## src/hw/rtl/psfd_pkg.sv

```systemverilog
// Package for the pressure sensor frame decoder: widths, codes, word and job types,
// and the CRC-8 and saturation helper functions.
// No dependencies.
`default_nettype none

package psfd_pkg;

	localparam int FRAC_BITS = 8;
	localparam int WORD_W    = 16;
	localparam int OUT_W     = 24;
	localparam int NUM_W     = WORD_W + FRAC_BITS;
	localparam int RES_W     = NUM_W + 1;
	localparam int CNT_W     = $clog2(NUM_W);
	localparam int SAT_W     = 40;

	localparam logic [CNT_W-1:0] CNT_LAST = CNT_W'(NUM_W - 1);

	localparam logic [7:0]        CRC_POLY     = 8'h31;
	localparam logic [WORD_W-1:0] TEMP_DIVISOR = 16'd200;

	// temperature divide by reciprocal; the extra 8 bits keep the reciprocal error
	// below one quotient step for every 16-bit magnitude
	localparam int TEMP_SHIFT   = WORD_W + FRAC_BITS + 8;
	localparam int TEMP_RECIP_W = TEMP_SHIFT - 7;
	localparam int TMUL_W       = WORD_W + TEMP_RECIP_W;
	localparam int TEMP_QLSB    = TEMP_SHIFT - FRAC_BITS;
	localparam logic [TEMP_RECIP_W-1:0] TEMP_RECIP = TEMP_RECIP_W'(
		((64'd1 << TEMP_SHIFT) + 64'(TEMP_DIVISOR) - 64'd1) / 64'(TEMP_DIVISOR));

	localparam logic [3:0] FRAME_LEN_SINGLE = 4'd3;
	localparam logic [3:0] FRAME_LEN_CONT   = 4'd9;
	localparam logic [1:0] POS_CRC          = 2'd2;

	localparam int QUEUE_DEPTH = 4;
	localparam int QUEUE_AW    = $clog2(QUEUE_DEPTH);

	localparam logic [2:0] STAT_OK       = 3'd0;
	localparam logic [2:0] STAT_P_CRC    = 3'd1;
	localparam logic [2:0] STAT_T_CRC    = 3'd2;
	localparam logic [2:0] STAT_S_CRC    = 3'd3;
	localparam logic [2:0] STAT_NO_SCALE = 3'd4;

	localparam logic [1:0] CFG_SINGLE_SHOT = 2'd0;
	localparam logic [1:0] CFG_MANUAL_SCALE = 2'd1;
	localparam logic [1:0] CFG_PRESSURE_RAW = 2'd2;
	localparam logic [1:0] CFG_TEMP_RAW     = 2'd3;

	typedef struct packed {
		logic [7:0] rx_byte;
		logic       frame_start;
	} in_word_t;

	typedef struct packed {
		logic signed [OUT_W-1:0] pressure_value;
		logic signed [OUT_W-1:0] temperature_value;
		logic                    temperature_valid;
		logic [WORD_W-1:0]       scale_used;
		logic [2:0]              status;
	} out_word_t;

	typedef struct packed {
		logic              single_shot_mode;
		logic [WORD_W-1:0] manual_scale;
		logic              pressure_raw_out;
		logic              temperature_raw_out;
	} cfg_t;

	typedef struct packed {
		logic [2:0]        err;
		logic [WORD_W-1:0] pres_word;
		logic [WORD_W-1:0] temp_word;
		logic [WORD_W-1:0] scale;
		logic              single;
		logic              praw;
		logic              traw;
	} job_t;

	typedef enum logic [2:0] {
		BK_IDLE,
		BK_LOAD,
		BK_DIV,
		BK_FIN,
		BK_DONE
	} bk_state_t;

	function automatic logic [7:0] crc_byte(input logic [7:0] c_in);
		logic [7:0] c;
		c = c_in;
		for (int k = 0; k < 8; k++) begin
			if (c[7]) begin
				c = {c[6:0], 1'b0} ^ CRC_POLY;
			end else begin
				c = {c[6:0], 1'b0};
			end
		end
		return c;
	endfunction

	function automatic logic signed [OUT_W-1:0] sat_out(input logic signed [RES_W-1:0] v);
		logic signed [SAT_W-1:0] vx;
		vx = SAT_W'(v);
		if (vx > SAT_W'(8388607)) begin
			return 24'sh7FFFFF;
		end else if (vx < -SAT_W'(8388608)) begin
			return 24'sh800000;
		end
		return vx[OUT_W-1:0];
	endfunction

endpackage

`default_nettype wire

```

## src/hw/rtl/psfd_front.sv

```systemverilog
// Front end: configuration registers, byte intake, CRC check and frame assembly.
// Pushes one job per completed frame into the job queue. Uses psfd_pkg.
`default_nettype none

module psfd_front (
	input  wire logic             clk,
	input  wire logic             arst_n,
	input  wire logic             in_valid,
	output logic                  in_ready,
	input  wire psfd_pkg::in_word_t in_data,
	input  wire logic             cfg_we,
	input  wire logic [1:0]       cfg_index,
	input  wire logic [15:0]      cfg_data,
	input  wire logic             q_full,
	output logic                  q_push,
	output psfd_pkg::job_t        q_job
);
	import psfd_pkg::*;

	cfg_t              cfg_q;
	logic [3:0]        byte_index_q;
	logic [7:0]        crc_q;
	logic [2:0]        ferr_q;
	logic [WORD_W-1:0] pres_q;
	logic [WORD_W-1:0] temp_q;
	logic [WORD_W-1:0] scale_q;
	logic [WORD_W-1:0] last_scale_q;

	logic              accept;
	logic [3:0]        len;
	logic [3:0]        idx;
	logic [3:0]        idx_inc;
	logic [7:0]        crc_cur;
	logic [2:0]        ferr_cur;
	logic [2:0]        ferr_next;
	logic [1:0]        grp;
	logic [1:0]        pos;
	logic              active;
	logic              frame_end;
	logic              take_scale;
	logic [WORD_W-1:0] last_next;
	logic [WORD_W-1:0] eff;

	assign in_ready = !q_full;
	assign accept   = in_valid && in_ready;

	always_comb begin
		len      = cfg_q.single_shot_mode ? FRAME_LEN_SINGLE : FRAME_LEN_CONT;
		idx      = in_data.frame_start ? 4'd0 : byte_index_q;
		crc_cur  = in_data.frame_start ? 8'd0 : crc_q;
		ferr_cur = in_data.frame_start ? STAT_OK : ferr_q;
		idx_inc  = idx + 4'd1;
		active   = idx < len;
		case (idx) inside
			4'd0, 4'd1, 4'd2: grp = 2'd0;
			4'd3, 4'd4, 4'd5: grp = 2'd1;
			4'd6, 4'd7, 4'd8: grp = 2'd2;
			default:          grp = 2'd0;
		endcase
		case (idx) inside
			4'd0, 4'd3, 4'd6: pos = 2'd0;
			4'd1, 4'd4, 4'd7: pos = 2'd1;
			4'd2, 4'd5, 4'd8: pos = POS_CRC;
			default:          pos = 2'd0;
		endcase
		ferr_next = ferr_cur;
		if (pos == POS_CRC && crc_cur != in_data.rx_byte && ferr_cur == STAT_OK) begin
			ferr_next = 3'(grp) + 3'd1;
		end
		frame_end  = accept && active && idx_inc == len;
		take_scale = ferr_next == STAT_OK && !cfg_q.single_shot_mode && scale_q != '0;
		last_next  = take_scale ? scale_q : last_scale_q;
		eff        = cfg_q.manual_scale != '0 ? cfg_q.manual_scale : last_next;

		q_push          = frame_end;
		q_job.pres_word = pres_q;
		q_job.temp_word = temp_q;
		q_job.scale     = eff;
		q_job.single    = cfg_q.single_shot_mode;
		q_job.praw      = cfg_q.pressure_raw_out;
		q_job.traw      = cfg_q.temperature_raw_out;
		if (ferr_next != STAT_OK) begin
			q_job.err = ferr_next;
		end else if (eff == '0) begin
			q_job.err = STAT_NO_SCALE;
		end else begin
			q_job.err = STAT_OK;
		end
	end

	always_ff @(posedge clk or negedge arst_n) begin
		if (!arst_n) begin
			cfg_q <= '0;
		end else if (cfg_we) begin
			unique case (cfg_index)
				CFG_SINGLE_SHOT:  cfg_q.single_shot_mode    <= cfg_data[0];
				CFG_MANUAL_SCALE: cfg_q.manual_scale        <= cfg_data;
				CFG_PRESSURE_RAW: cfg_q.pressure_raw_out    <= cfg_data[0];
				CFG_TEMP_RAW:     cfg_q.temperature_raw_out <= cfg_data[0];
			endcase
		end
	end

	always_ff @(posedge clk or negedge arst_n) begin
		if (!arst_n) begin
			byte_index_q <= '0;
			crc_q        <= '0;
			ferr_q       <= STAT_OK;
			pres_q       <= '0;
			temp_q       <= '0;
			scale_q      <= '0;
			last_scale_q <= '0;
		end else if (accept) begin
			if (active) begin
				byte_index_q <= idx_inc;
				ferr_q       <= ferr_next;
				if (pos == POS_CRC) begin
					crc_q <= '0;
				end else begin
					crc_q <= crc_byte(crc_cur ^ in_data.rx_byte);
					unique case (grp)
						2'd0: begin
							if (pos == 2'd0) pres_q[15:8] <= in_data.rx_byte;
							else pres_q[7:0] <= in_data.rx_byte;
						end
						2'd1: begin
							if (pos == 2'd0) temp_q[15:8] <= in_data.rx_byte;
							else temp_q[7:0] <= in_data.rx_byte;
						end
						default: begin
							if (pos == 2'd0) scale_q[15:8] <= in_data.rx_byte;
							else scale_q[7:0] <= in_data.rx_byte;
						end
					endcase
				end
				if (frame_end) begin
					last_scale_q <= last_next;
				end
			end
		end
	end

endmodule

`default_nettype wire

```

## src/hw/rtl/psfd_queue.sv

```systemverilog
// Four-entry job queue between the front end and the conversion back end.
// Uses psfd_pkg.
`default_nettype none

module psfd_queue (
	input  wire logic           clk,
	input  wire logic           arst_n,
	input  wire logic           push,
	input  wire psfd_pkg::job_t push_job,
	input  wire logic           pop,
	output psfd_pkg::job_t      head_job,
	output logic                full,
	output logic                empty
);
	import psfd_pkg::*;

	job_t                mem_q [QUEUE_DEPTH];
	logic [QUEUE_AW-1:0] wr_ptr_q;
	logic [QUEUE_AW-1:0] rd_ptr_q;
	logic [QUEUE_AW:0]   count_q;

	assign full     = count_q == (QUEUE_AW+1)'(QUEUE_DEPTH);
	assign empty    = count_q == '0;
	assign head_job = mem_q[rd_ptr_q];

	always_ff @(posedge clk) begin
		if (push) begin
			mem_q[wr_ptr_q] <= push_job;
		end
	end

	always_ff @(posedge clk or negedge arst_n) begin
		if (!arst_n) begin
			wr_ptr_q <= '0;
			rd_ptr_q <= '0;
			count_q  <= '0;
		end else begin
			if (push) wr_ptr_q <= wr_ptr_q + QUEUE_AW'(1);
			if (pop) rd_ptr_q <= rd_ptr_q + QUEUE_AW'(1);
			if (push && !pop) begin
				count_q <= count_q + (QUEUE_AW+1)'(1);
			end else if (pop && !push) begin
				count_q <= count_q - (QUEUE_AW+1)'(1);
			end
		end
	end

endmodule

`default_nettype wire

```

## src/hw/rtl/psfd_back.sv

```systemverilog
// Back end: takes jobs from the queue, divides pressure with a serial restoring divider,
// scales temperature by a reciprocal multiply, and holds the result word in an output
// register. Uses psfd_pkg.
`default_nettype none

module psfd_back (
	input  wire logic           clk,
	input  wire logic           arst_n,
	input  wire logic           q_empty,
	input  wire psfd_pkg::job_t q_head,
	output logic                q_pop,
	output logic                out_valid,
	input  wire logic           out_ready,
	output psfd_pkg::out_word_t out_data
);
	import psfd_pkg::*;

	bk_state_t               state_q;
	bk_state_t               state_d;
	job_t                    job_q;
	logic                    phase_q;
	logic [NUM_W-1:0]        num_q;
	logic [WORD_W-1:0]       rem_q;
	logic [CNT_W-1:0]        cnt_q;
	logic signed [OUT_W-1:0] res_p_q;
	logic signed [OUT_W-1:0] res_t_q;
	logic                    out_valid_q;
	out_word_t               out_q;

	logic                    deliver;
	logic                    last_phase;
	logic                    cur_raw;
	logic [WORD_W-1:0]       cur_word;
	logic [WORD_W-1:0]       cur_mag;
	logic [WORD_W-1:0]       divisor;
	logic signed [RES_W-1:0] raw_v;
	logic signed [RES_W-1:0] quo_v;
	logic [WORD_W:0]         rem_sh;
	logic [WORD_W:0]         rem_sub;
	logic                    ge;
	logic signed [OUT_W-1:0] load_v;
	logic [TMUL_W-1:0]       tmul;
	out_word_t               out_next;

	assign out_valid = out_valid_q;
	assign out_data  = out_q;

	always_comb begin
		last_phase = phase_q || job_q.single;
		cur_raw    = phase_q ? job_q.traw : job_q.praw;
		cur_word   = phase_q ? job_q.temp_word : job_q.pres_word;
		cur_mag    = cur_word[WORD_W-1] ? WORD_W'(~cur_word + 16'd1) : cur_word;
		divisor    = job_q.scale;
		raw_v      = RES_W'($signed(cur_word)) <<< FRAC_BITS;
		quo_v      = cur_word[WORD_W-1] ? -$signed({1'b0, num_q}) : $signed({1'b0, num_q});
		rem_sh     = {rem_q, num_q[NUM_W-1]};
		rem_sub    = rem_sh - {1'b0, divisor};
		ge         = rem_sh >= {1'b0, divisor};
		load_v     = (state_q == BK_FIN) ? sat_out(quo_v) : sat_out(raw_v);
		tmul       = TMUL_W'(cur_mag) * TMUL_W'(TEMP_RECIP);

		out_next        = '0;
		out_next.status = job_q.err;
		if (job_q.err == STAT_OK) begin
			out_next.pressure_value = res_p_q;
			out_next.scale_used     = job_q.scale;
			if (!job_q.single) begin
				out_next.temperature_value = res_t_q;
				out_next.temperature_valid = 1'b1;
			end
		end
	end

	always_comb begin
		state_d = state_q;
		q_pop   = 1'b0;
		deliver = 1'b0;
		unique case (state_q)
			BK_IDLE: begin
				if (!q_empty) begin
					q_pop   = 1'b1;
					state_d = BK_LOAD;
				end
			end
			BK_LOAD: begin
				if (job_q.err != STAT_OK) begin
					state_d = BK_DONE;
				end else if (cur_raw) begin
					state_d = last_phase ? BK_DONE : BK_LOAD;
				end else if (phase_q) begin
					state_d = BK_FIN;
				end else begin
					state_d = BK_DIV;
				end
			end
			BK_DIV: begin
				if (cnt_q == CNT_LAST) state_d = BK_FIN;
			end
			BK_FIN: begin
				state_d = last_phase ? BK_DONE : BK_LOAD;
			end
			BK_DONE: begin
				if (!out_valid_q || out_ready) begin
					deliver = 1'b1;
					state_d = BK_IDLE;
				end
			end
			default: state_d = BK_IDLE;
		endcase
	end

	always_ff @(posedge clk or negedge arst_n) begin
		if (!arst_n) begin
			state_q <= BK_IDLE;
		end else begin
			state_q <= state_d;
		end
	end

	always_ff @(posedge clk or negedge arst_n) begin
		if (!arst_n) begin
			out_valid_q <= 1'b0;
		end else if (deliver) begin
			out_valid_q <= 1'b1;
		end else if (out_ready) begin
			out_valid_q <= 1'b0;
		end
	end

	always_ff @(posedge clk) begin
		if (q_pop) begin
			job_q   <= q_head;
			phase_q <= 1'b0;
		end
		if (state_q == BK_LOAD && job_q.err == STAT_OK) begin
			if (cur_raw) begin
				if (phase_q) res_t_q <= load_v;
				else res_p_q <= load_v;
				phase_q <= 1'b1;
			end else if (phase_q) begin
				num_q <= NUM_W'(tmul[TMUL_W-1:TEMP_QLSB]);
			end else begin
				num_q <= NUM_W'(cur_mag) << FRAC_BITS;
				rem_q <= '0;
				cnt_q <= '0;
			end
		end
		if (state_q == BK_DIV) begin
			num_q <= {num_q[NUM_W-2:0], ge};
			rem_q <= ge ? rem_sub[WORD_W-1:0] : rem_sh[WORD_W-1:0];
			cnt_q <= cnt_q + CNT_W'(1);
		end
		if (state_q == BK_FIN) begin
			if (phase_q) res_t_q <= load_v;
			else res_p_q <= load_v;
			phase_q <= 1'b1;
		end
		if (deliver) begin
			out_q <= out_next;
		end
	end

endmodule

`default_nettype wire

```

## src/hw/rtl/pressure_sensor_frame_decoder_unit.sv

```systemverilog
// After the last byte of a frame, the job passes through the job queue and the back end states
// IDLE, LOAD, DIV, FIN and DONE; frames with an error skip DIV and FIN, and frames with no
// pressure division skip DIV. Pressure divides one quotient bit per cycle, temperature by a
// reciprocal multiply. Queued frames and output stalls delay out_valid.
// Throughput: one byte per cycle while the four-entry job queue has room. Reset clears
// configuration, frame state and queue.
`default_nettype none

module pressure_sensor_frame_decoder_unit (
	input  wire logic                clk,
	input  wire logic                arst_n,
	input  wire logic                in_valid,
	output logic                     in_ready,
	input  wire psfd_pkg::in_word_t  in_data,
	output logic                     out_valid,
	input  wire logic                out_ready,
	output psfd_pkg::out_word_t      out_data,
	input  wire logic                cfg_we,
	input  wire logic [1:0]          cfg_index,
	input  wire logic [15:0]         cfg_data
);
	import psfd_pkg::*;

	job_t push_job;
	job_t head_job;
	logic push;
	logic pop;
	logic q_full;
	logic q_empty;

	psfd_front u_front (
		.clk       (clk),
		.arst_n    (arst_n),
		.in_valid  (in_valid),
		.in_ready  (in_ready),
		.in_data   (in_data),
		.cfg_we    (cfg_we),
		.cfg_index (cfg_index),
		.cfg_data  (cfg_data),
		.q_full    (q_full),
		.q_push    (push),
		.q_job     (push_job)
	);

	psfd_queue u_queue (
		.clk      (clk),
		.arst_n   (arst_n),
		.push     (push),
		.push_job (push_job),
		.pop      (pop),
		.head_job (head_job),
		.full     (q_full),
		.empty    (q_empty)
	);

	psfd_back u_back (
		.clk       (clk),
		.arst_n    (arst_n),
		.q_empty   (q_empty),
		.q_head    (head_job),
		.q_pop     (pop),
		.out_valid (out_valid),
		.out_ready (out_ready),
		.out_data  (out_data)
	);

	a_err_zero: assert property (@(posedge clk) disable iff (!arst_n)
		out_valid && out_data.status != STAT_OK |->
			out_data.pressure_value == '0 && out_data.scale_used == '0)
		else $error("error word carries nonzero payload");

	a_ok_scale: assert property (@(posedge clk) disable iff (!arst_n)
		out_valid && out_data.status == STAT_OK |-> out_data.scale_used != '0)
		else $error("ok word with zero scale");

	a_status_range: assert property (@(posedge clk) disable iff (!arst_n)
		out_valid |-> out_data.status <= STAT_NO_SCALE)
		else $error("status code out of range");

	a_temp_ok: assert property (@(posedge clk) disable iff (!arst_n)
		out_valid && out_data.temperature_valid |-> out_data.status == STAT_OK)
		else $error("temperature flagged valid on an error word");

endmodule

`default_nettype wire

```

## config.mk

```make
export PLATFORM = sky130hd
export DESIGN_NAME = pressure_sensor_frame_decoder_unit
export DESIGN_NICKNAME = d
export VERILOG_FILES = /design/src/hw/rtl/psfd_pkg.sv /design/src/hw/rtl/psfd_front.sv /design/src/hw/rtl/psfd_queue.sv /design/src/hw/rtl/psfd_back.sv /design/src/hw/rtl/pressure_sensor_frame_decoder_unit.sv
export SDC_FILE = /design/constraint.sdc
export NUM_CORES = 1
export LEC_CHECK = 0
export ABC_AREA = 1
export BUFFER_PORTS_ARGS = -buffer_cell sky130_fd_sc_hd__buf_2
export CORE_ASPECT_RATIO = 1.2
export CORE_MARGIN = 10
export CORE_UTILIZATION = 55
export DETAILED_ROUTE_END_ITERATION = 16
export PLACE_DENSITY = 0.72
export SYNTH_ARGS = -nofsm -noshare
export SYNTH_HDL_FRONTEND = slang
export SYNTH_SLANG_ARGS = --single-unit
export TNS_END_PERCENT = 10
```

## constraint.sdc

```tcl
create_clock -name clk -period 11.2 [get_ports clk]
set_clock_uncertainty 0.05 [all_clocks]
set_input_delay 1.12 -clock clk [delete_from_list [all_inputs] [get_ports clk]]
set_output_delay 1.12 -clock clk [all_outputs]
set_load 0.01 [all_outputs]
```

==> impl_metrics.env <==
export IMPL_cp_max_fo=27
export IMPL_cts_tree="done"
export IMPL_cp_arrival_ns=10.05
export IMPL_yosys_cell_count_top_type="inv_1"
export IMPL_rsz0062_at_grt="no"
export IMPL_root_buffer="clkbuf_16"
export IMPL_clock_sinks=541
export IMPL_pre_cts_ws_ns=1.52
export IMPL_rr_worst_depth=32
export IMPL_postCtsHoldBufs=0
export IMPL_synth_seq_cells=541
export IMPL_synthTopCellsByCount="479 x inv_1, 389 x edfxtp_1, 345 x nand2_1, 328 x o21ai_0, 314 x nor2_1"
export IMPL_start_kind="register"
export IMPL_io_pins=102
export IMPL_die_y_um=278
export IMPL_syn_inst=3063
export IMPL_ctsLongestPathBuffers=3
export IMPL_dr_pass1_iters=5
export IMPL_die_area_um2=65400
export IMPL_antenna_left=0
export IMPL_period_share_pct=87.3
export IMPL_grt_pass1_vias=22532
export IMPL_slew_limit_headroom_pct=20.9
export IMPL_ys_seq_area_share_pct=50.0
export IMPL_h_tree_depth=2
export IMPL_start_util_pct=55.6
export IMPL_grt_pass1_wl_um=124000
export IMPL_wl_um=78900
export IMPL_wl_per_cell_um=20.2
export IMPL_cp_startpoint="u_back.phase_q"
export IMPL_viasPerCell=5.71
export IMPL_drc=0
export IMPL_ctsResizeCount=0
export IMPL_cp_slowest_cell="dfxtp_1"
export IMPL_drtIter0Drc=1866
export IMPL_yosysWarnings=0
export IMPL_worstHoldPathType="primary input to async pin"
export IMPL_rows=94
export IMPL_syn_nets=3407
export IMPL_ys_top_cells_by_area="edfxtp_1 38%, dfrtp_1 8.9%, fa_1 7.9%"
export IMPL_grt_total_usage_pct=23.7
export IMPL_drive_above_1_share_pct=9.10
export IMPL_numCtsBuffers=53
export IMPL_outcome="completed"
export IMPL_max_freq_mhz=102
export IMPL_grt_overflow=0
export IMPL_synth_largest_area_cell="edfxtp_1"
export IMPL_syn2layout_area_growth_pct=9.67
export IMPL_grt_max_degree=76
export IMPL_crit_type="register to register"
export IMPL_clkTransAtPathRegs_ns=0.06
export IMPL_synth_main_ff_cell="edfxtp_1"
export IMPL_dp_hpwl_um=57800
export IMPL_reg2reg_from="u_back.phase_q"
export IMPL_postCtsSetupBuffers=0
export IMPL_n_antenna_cell=0
export IMPL_yosysUniqueCellTypes=65
export IMPL_die_w_um=235
export IMPL_max_slew_worst_pin_slew_ns=1.18
export IMPL_cap_violations=0
export IMPL_vias=22293
export IMPL_async_flop_share_pct=20.1
export IMPL_synth_area_um2=30600
export IMPL_finalMaxSlewViolations=0
export IMPL_syn_avg_cell_area_um2=9.97
export IMPL_port_buffer_count=101
export IMPL_place_congestion=1.03
export IMPL_max_stage_delay_ns=0.81
export IMPL_reg2reg_setup_slack_ns=1.42
export IMPL_hold_viol=0
export IMPL_nNetsFinal=3485
export IMPL_setup_tns_final_ns=0
export IMPL_worst_slack_ns=1.42
export IMPL_antenna_found_initial=0
export IMPL_setup_viol=0
export IMPL_r2r_end="u_back.num_q[2]"
export IMPL_cp_data_required_time_ns=11.47
export IMPL_cp_end_kind="register"
export IMPL_crit_top_cell="inv_1"
export IMPL_clk_latency_ns=0.62
export IMPL_core_um2=54900
export IMPL_nFillCells=4440
export IMPL_synth_edff_count=389
export IMPL_min_period_ns=9.78
export IMPL_synth_top_area_share_pct=38.2
==> registers in the layout, indices dropped and copies added (netlist names), named ones only <==
| register | count |
|---|---|
| u_front.pres_q | 16 |
| u_queue.rd_ptr_q | 2 |
| u_back.res_p_q | 21 |
| u_front.ferr_q | 3 |
| u_front.temp_q | 16 |
| u_back.out_data | 68 |
| u_queue.wr_ptr_q | 2 |
| u_back.cnt_q | 5 |
| u_front.q_job | 3 |
| u_back.num_q | 24 |
| u_front.cfg_q | 16 |
| u_back.phase_q | 1 |
| u_back.res_t_q | 21 |
| u_front.byte_index_q | 4 |
| u_front.scale_q | 16 |
| u_back.state_q | 3 |
| u_back.rem_q | 16 |
| u_front.crc_q | 8 |
| u_back.divisor | 16 |
| u_queue.count_q | 3 |
| u_back.out_valid | 1 |
| u_queue.mem_q | 216 |
| u_back.job_q | 38 |
| u_front.last_scale_q | 16 |
==> per-layer routing <==
metal / share of wire [%] / vias to the layer above / global-route usage [%]
met5: 0 / - / 0
met4: 4.3 / 0 / 10.0
met3: 5.2 / 185 / 3.10
met2: 50 / 815 / 41.5
met1: 40 / 10797 / 28.9
li1: - / 10496 / -
==> area by class of cell <==
type                    count  area (µm²)  area share, %
flip-flops and latches    541       15300           45.6
multi-input cells        1926       13000           38.9
inverters                 492        1850           5.53
clock buffers              84        1580           4.71
well taps                 720         901           2.69
repair buffers            127         703           2.10
clock inverters            16         170          0.508
==> cells by family after synthesis <==
family / after synthesis / share of synthesized area [%]
adder cells (fa/ha/maj): 312 / 15.8
buffers and inverters: 596 / 7.56
multiplexers: 7 / 0.233
AND/OR/NAND/NOR: 837 / 11.6
AO/OA/AOI/OAI: 700 / 12.8
XOR/XNOR: 70 / 2.03
flip-flops: 541 / 50.0
==> cells in the final DEF, fill, tap and decap left out, types with 21 or more instances in the layout <==
master / netlist / layout
buf_2: 5 / 100
clkbuf_1: 88 / 21
dfxtp_1: 43 / 43
buf_4: 1 / 27
fa_1: 121 / 121
dfrtp_1: 109 / 108
nand4_1: 22 / 22
nor2_1: 314 / 308
edfxtp_1: 389 / 389
a21oi_1: 166 / 166
xnor2_1: 24 / 24
ha_1: 191 / 191
xor2_1: 45 / 45
o22ai_1: 68 / 68
nand2_1: 345 / 344
a22oi_1: 25 / 25
nand3_1: 69 / 69
inv_1: 479 / 477
o21ai_0: 328 / 327
clkbuf_16: 0 / 56
==> how the worst max path moves through the flow <==
stage / endpoint / cells after the start
after CTS: u_back.num_q[13] / 30
after global placement: u_back.num_q[2] / 31
after global routing: u_back.num_q[2] / 32
final: u_back.num_q[2] / 32
after floorplan: u_back.num_q[10] / 34
after detailed placement: u_back.num_q[2] / 32
==> stage by stage <==
stage	hold slack [ns]	cells	utilization, %	instance area, µm²
2_1_floorplan	0.377	3063	-	30600
3_3_place_gp	0.384	3806	57.8	31800
3_5_place_dp	0.412	3806	57.8	31800
4_1_cts	0.409	3906	61.0	33500
5_1_grt	0.417	3906	61.0	33500
6_report	0.415	3906	61.0	33500
==> critical path: cells and delay by family (launching register included) <==
kind | cells | cell delay [ns]
AND/OR/NAND/NOR | 6 | 1.30
adder cells (fa/ha/maj) | 8 | 3.67
AO/OA/AOI/OAI | 8 | 1.94
XOR/XNOR | 1 | 0.27
flip-flops | 1 | 0.81
buffers and inverters | 9 | 1.42
Power is not shown: default switching activity piles up to over one toggle a cycle in this logic, so the estimate is an artifact.
